===== src/rtl/core/ldf_pkg.sv =====
// ----------------------------------------------------------------------------
// ldf_pkg
// Types and constants shared by the length-prefixed frame deframer modules.
// ----------------------------------------------------------------------------
package ldf_pkg;

    localparam int unsigned LEN_BITS = 24;
    localparam logic [7:0]  PCT_MOD  = 8'd101;

    typedef enum logic [1:0] {
        PH_HUNT    = 2'd0,
        PH_HEADER  = 2'd1,
        PH_PAYLOAD = 2'd2,
        PH_TRAILER = 2'd3
    } phase_t;

    typedef enum logic [1:0] {
        KIND_PAYLOAD = 2'd0,
        KIND_FRAME   = 2'd1,
        KIND_EOT     = 2'd2
    } kind_t;

    typedef struct packed {
        phase_t              phase;
        logic [1:0]          hdr_idx;
        logic [LEN_BITS-1:0] hdr_word;
        logic [LEN_BITS-1:0] remaining;
        logic                had_data;
        logic [6:0]          progress;
    } ldf_state_t;

    typedef struct packed {
        kind_t      kind;
        logic [7:0] data;
        logic       last;
    } ldf_result_t;

    // An 8-bit value is below 256, so at most two subtractions of the modulus.
    function automatic logic [6:0] pct_mod(input logic [7:0] v);
        logic [7:0] r;
        begin
            if (v >= 8'(2 * PCT_MOD))
            begin
                r = v - 8'(2 * PCT_MOD);
            end
            else if (v >= PCT_MOD)
            begin
                r = v - PCT_MOD;
            end
            else
            begin
                r = v;
            end
            return r[6:0];
        end
    endfunction

endpackage


===== src/rtl/core/ldf_step.sv =====
// ----------------------------------------------------------------------------
// ldf_step
// Next-state and result logic for one received byte of the deframer.
// ----------------------------------------------------------------------------
module ldf_step
    import ldf_pkg::*;
(
    input  ldf_state_t  cur,
    input  logic [7:0]  rx_byte,
    input  logic [7:0]  delimiter,
    output ldf_state_t  nxt,
    output logic        emit,
    output ldf_result_t res
);

    logic [LEN_BITS-1:0] len;
    logic [LEN_BITS-1:0] rem_dec;

    assign len     = cur.hdr_word;
    assign rem_dec = cur.remaining - LEN_BITS'(1);

    always_comb
    begin
        nxt  = cur;
        emit = 1'b0;
        res  = '{kind: KIND_PAYLOAD, data: 8'd0, last: 1'b0};
        case (cur.phase)
            PH_HUNT:
            begin
                if (rx_byte == delimiter)
                begin
                    nxt.phase    = PH_HEADER;
                    nxt.hdr_idx  = 2'd0;
                    nxt.hdr_word = '0;
                end
            end
            PH_HEADER:
            begin
                case (cur.hdr_idx)
                    2'd0:    nxt.hdr_word[7:0]   = rx_byte;
                    2'd1:    nxt.hdr_word[15:8]  = rx_byte;
                    2'd2:    nxt.hdr_word[23:16] = rx_byte;
                    default: nxt.hdr_word        = cur.hdr_word;
                endcase
                if (cur.hdr_idx == 2'd3)
                begin
                    // The fourth byte is not stored in the header word; it sets the progress value.
                    nxt.progress  = pct_mod(rx_byte);
                    nxt.remaining = len;
                    nxt.had_data  = (len != '0);
                    nxt.hdr_idx   = 2'd0;
                    nxt.phase     = (len != '0) ? PH_PAYLOAD : PH_TRAILER;
                end
                else
                begin
                    nxt.hdr_idx = cur.hdr_idx + 2'd1;
                end
            end
            PH_PAYLOAD:
            begin
                emit          = 1'b1;
                res.data      = rx_byte;
                nxt.remaining = rem_dec;
                if (rem_dec == '0)
                begin
                    nxt.phase = PH_TRAILER;
                end
            end
            default:
            begin
                emit         = 1'b1;
                res.kind     = cur.had_data ? KIND_FRAME : KIND_EOT;
                res.last     = 1'b1;
                nxt.phase    = PH_HUNT;
                nxt.hdr_idx  = 2'd0;
                nxt.hdr_word = '0;
                nxt.had_data = 1'b0;
            end
        endcase
    end

endmodule


===== src/rtl/core/length_prefixed_frame_deframer.sv =====
// ----------------------------------------------------------------------------
// length_prefixed_frame_deframer
// Hunts for a start byte, reads a four-byte header and streams the payload.
// ----------------------------------------------------------------------------
// The block takes one byte per cycle and produces at most one result per
// byte. Each byte updates the frame state, and any result lands in an
// output register on the edge that accepts the byte, so a result appears
// in the cycle after its byte is accepted. rx_ready stays high while the
// output register is empty or being drained; only a stalled output holds
// the input back. Header bytes and bytes seen while hunting produce no
// result. Progress carries the most recent header's top byte modulo 101.
module length_prefixed_frame_deframer
    import ldf_pkg::*;
(
    input  logic       clk,
    input  logic       rst_n,
    input  logic       cfg_valid,
    output logic       cfg_ready,
    input  logic [7:0] cfg_data,
    input  logic       rx_valid,
    output logic       rx_ready,
    input  logic [7:0] rx_byte,
    output logic       out_valid,
    input  logic       out_ready,
    output logic [1:0] kind,
    output logic [7:0] data_out,
    output logic [6:0] progress,
    output logic       frame_last
);

    logic [7:0]  delim_reg;
    ldf_state_t  state_reg;
    ldf_state_t  state_next;
    logic        emit;
    ldf_result_t res;
    logic        out_valid_reg;
    ldf_result_t out_reg;
    logic [6:0]  out_pct_reg;
    logic        rx_take;

    assign cfg_ready = 1'b1;
    assign rx_ready  = !out_valid_reg || out_ready;
    assign rx_take   = rx_valid && rx_ready;

    ldf_step u_step (
        .cur       (state_reg),
        .rx_byte   (rx_byte),
        .delimiter (delim_reg),
        .nxt       (state_next),
        .emit      (emit),
        .res       (res)
    );

    always_ff @(posedge clk or negedge rst_n)
    begin
        if (!rst_n)
        begin
            delim_reg     <= 8'd0;
            state_reg     <= '{phase: PH_HUNT, default: '0};
            out_valid_reg <= 1'b0;
        end
        else
        begin
            if (cfg_valid)
            begin
                delim_reg <= cfg_data;
            end
            if (rx_take)
            begin
                state_reg <= state_next;
            end
            if (rx_take && emit)
            begin
                out_valid_reg <= 1'b1;
            end
            else if (out_ready)
            begin
                out_valid_reg <= 1'b0;
            end
        end
    end

    // Payload of the output register; the progress value is the one in force
    // after this byte's update.
    always_ff @(posedge clk)
    begin
        if (rx_take && emit)
        begin
            out_reg     <= res;
            out_pct_reg <= state_next.progress;
        end
    end

    assign out_valid  = out_valid_reg;
    assign kind       = out_reg.kind;
    assign data_out   = out_reg.data;
    assign progress   = out_pct_reg;
    assign frame_last = out_reg.last;

endmodule


===== config.mk =====
export PLATFORM = sky130hd
export DESIGN_NAME = length_prefixed_frame_deframer
export DESIGN_NICKNAME = d
export VERILOG_FILES = /design/src/rtl/core/ldf_pkg.sv /design/src/rtl/core/ldf_step.sv /design/src/rtl/core/length_prefixed_frame_deframer.sv
export SDC_FILE = /design/constraint.sdc
export NUM_CORES = 1
export LEC_CHECK = 0
export BUFFER_PORTS_ARGS = -buffer_cell sky130_fd_sc_hd__buf_4
export CORE_ASPECT_RATIO = 0.9
export CORE_MARGIN = 10
export CORE_UTILIZATION = 55
export DETAILED_ROUTE_END_ITERATION = 16
export PLACE_DENSITY = 0.73
export SETUP_SLACK_MARGIN = 0.3
export SYNTH_ARGS = -nofsm -noshare
export SYNTH_HDL_FRONTEND = slang
export SYNTH_SLANG_ARGS = --single-unit

===== constraint.sdc =====
create_clock -name clk -period 2.9 [get_ports clk]
set_input_delay 0.58 -clock clk [delete_from_list [all_inputs] [get_ports clk]]
set_output_delay 0.58 -clock clk [all_outputs]
set_load 0.03 [all_outputs]

==> results.yml <==
synthesis:
  avgSynthCellArea_um2: 10.2
  synth-seq-cells: 87
  netlist_area_um2: 4750
  synth_nets: 504
  yosysUniqueCellTypes: 58
  seq_area_frac_synth_pct: 47.7
  yosys_warnings: 0
  synthFlopType: "dfrtp_1"
  synthArstFlopShare_pct: 79.3
  synth_edf_count: 18
  synthCells: 466
worst_setup_path:
  crit_chain: "or4_4 -> or4_4 -> nor4b_4 -> a41o_1 -> mux2_1"
  cp_slowest_cell: "or4_4"
  cp_common_cell: "or4_4"
  arrival_ps: 2750
  worstReg2RegStart: "state_reg[14]"
  cp-start-kind: "flop"
  crit_start: "state_reg[14]"
  crit_path_max_fanout: 4
  critPathCaptureType: "flop"
  required_ps: 3140
  worstSetupPathType: "reg -> reg"
  max_stage_delay_ps: 580
min_path:
  hold_class: "in -> async"
clocking:
  htreeDepth: 3
  path_clk_slew_ps: 80
  clock_latency_ps: 360
  clock_path_buffers: 2
  root_buffer: "clkbuf_8"
  cts_tree: "yes"
  cts_made_buffers: 9
  clock_sinks: 87
  ctsHoldBuffers: 0
sta:
  timing.final.hold_violations: 0
  finalWorstSetupSlack_ps: 391
  finalSetupViolCount: 0
  clock_skew_ps: 9.25
  fmax_ghz: 0.399
  rsz0062_at_grt: "yes"
  fin_setup_tns_ps: 0
  relSlewSlack_pct: 35.9
  min_period_ps: 2510
  fin_crit_sh_pct: 86.5
  worstMarginPinSlew_ps: 957
  drv_slew: 0
job:
  maxCapViolCount: 0
global_routing:
  grt_pass1_wl_um: 19400
  grt_max_degree: 70
  globalRoute.totalOverflow: 0
  grt_pass1_vias: 3705
  antenna_found_initial: 0
  track_usage_pct: 18.6
finish:
  final_nets: 555
  diodes: 0
  largest_reg_flops: 60
  drive_gt1_share_pct: 26.4
  stdcell_count: 641
  area_growth_syn_to_layout_pct: 16.5
placement:
  hpwl_um: 8730
  port-buffer-count: 40
  globalplace.congestion: 0.905
  pre_cts_slack_ps: 24.8
  dp.cells: 618
route:
  drc: 0
  wl_um: 12300
  post_drt_via_cell_ratio: 6.10
  dr.pass1.iters: 5
  num_vias: 3911
  ant_nets: 0
  drt_iter0_markers: 385
  post_drt_wl_per_cell_um: 19.1
power_and_ir_drop:
  p_leak_nw: 2.37
  vdd_ir_drop_max_mv: 0.460
  p_per_area_nw_per_um2: 1030
floorplan:
  initial_core_util_pct: 56.0
  num_rows: 32
  io_pins: 42
  core_area_um2: 8490
  die_area_um2: 12800
  die_h_um: 108
  die_x_um: 118
outcome:
  status: "completed"
-- routing by layer --
layer  global-route usage [%]  vias up  part of all wire (%)
met3                     4.33       21                   7.4
met5                        0        -                     0
met2                     29.3      170                    47
met1                     25.6     1925                    45
li1                         -     1795                     -
met4                     4.32        0                   1.1
-- metrics by stage --
stage	util (%)	total power [mW]	area [µm²]	hold slack (ps)
after CTS	64.0	5.56	5440	379
after floorplan	-	3.84	4760	284
final	65.2	5.69	5530	329
after detailed placement	61.6	4.66	5230	484
after global placement	61.6	4.57	5230	471
after global routing	65.2	6.05	5530	403
-- cell usage after synthesis (2+ instances only) --
cell / instances / area [µm²]
xor2_1: 2 / 17.5
nor4_1: 12 / 75.1
mux2_2: 42 / 473
xnor2_1: 14 / 123
a22o_1: 2 / 17.5
nor3_1: 15 / 75.1
inv_1: 20 / 75.1
nor2_1: 41 / 154
nand2b_1: 2 / 12.5
o31ai_1: 5 / 37.5
nor2b_1: 3 / 18.8
and2_1: 10 / 62.6
or4_1: 5 / 37.5
or3_1: 2 / 12.5
o31a_1: 2 / 17.5
a21oi_1: 22 / 110
a22oi_1: 7 / 52.6
dfrtp_1: 69 / 1730
nand3_1: 9 / 45.0
nand4_1: 7 / 43.8
o22ai_1: 3 / 18.8
clkbuf_1: 19 / 71.3
edfxtp_1: 18 / 541
clkinv_1: 2 / 7.51
mux2_1: 2 / 22.5
o21a_1: 2 / 15.0
ha_1: 17 / 213
a21o_1: 2 / 15.0
a32oi_1: 9 / 78.8
o21ai_0: 44 / 220
a211oi_1: 2 / 15.0
nand2_1: 24 / 90.1
a31oi_1: 4 / 25.0
o21ai_1: 3 / 15.0
-- layout make-up --
cell class | instances | area (µm²)
clock buffer | 11 | 153
clock inverter | 5 | 55.1
fill | 720 | 2960
inverter | 22 | 82.6
multi-input combinational | 334 | 2350
sequential | 87 | 2270
tap | 119 | 149
timing repair buffer | 63 | 473
-- worst max-delay path: cells and delay by family (launching register included) --
family          cells  cell delay [ps]
mux                 1              330
simple gates        3             1410
flops               1              410
compound gates      1              240
-- path summary, 6_finish.rpt --
check / to / slack [ps] / cells after the start
max: state_reg[58] / 390 / 5
min: state_reg[21] / 330 / 1
max reg2reg: state_reg[58] / 390 / 5
min reg2reg: state_reg[0] / 500 / 2
max in group asynchronous: state_reg[8] / 1930 / 1
min in group clk: delim_reg[6] / 450 / 2
-- kinds of logic after synthesis --
family | synth area share (%)
muxes | 10.6
other | 0.0789
AOI/OAI and AO/OA | 15.1
buffers and inverters | 3.82
adders and majority gates | 4.48
xor gates and xnor gates | 2.95
and+or+nand+nor | 15.2
DFF | 47.7
-- cells in the final DEF (no fill, tap or decap), types with 2 or more instances in the layout --
cell type   count
mux2_2         42
o21ai_0        44
dfrtp_1        68
xnor2_1        14
mux2_1          2
nor2_1         41
o31ai_1         5
nor3_1         13
a32oi_1         9
xor2_1          2
or4_1           2
a22oi_1         7
nand2b_1        2
o21a_1          2
a31oi_1         3
inv_1          20
clkinvlp_4      2
or3_1           2
nor3_2          2
a21o_1          2
clkinv_1        2
edfxtp_1       18
nor4_1         11
nand2_1        24
clkbuf_8        9
nand4_1         7
ha_2            3
o31a_1          2
clkinv_2        2
a21oi_1        22
nor2b_1         3
nand3_1         9
ha_1           14
buf_4          63
and2_1         10
o22ai_1         3
a22o_1          2
a211oi_1        2
or4_4           4
o21ai_1         3
-- power breakdown --
group	internal [mW]	leakage (nW)	switching, mW	total (mW)
combinational	1.11	1.20	1.54	2.64
sequential	1.75	1.07	0.417	2.17
clock	0.448	0.100	0.437	0.885
-- timing repair --
| item | 4_1_cts | 5_1_grt |
|---|---|---|
| buffers inserted | 0 | 7 |
| resized for setup | 1 | 10 |
| pin swaps | 0 | 4 |
| setup endpoints to repair | 2 | 15 |
Power figures use the tool's default switching activity.
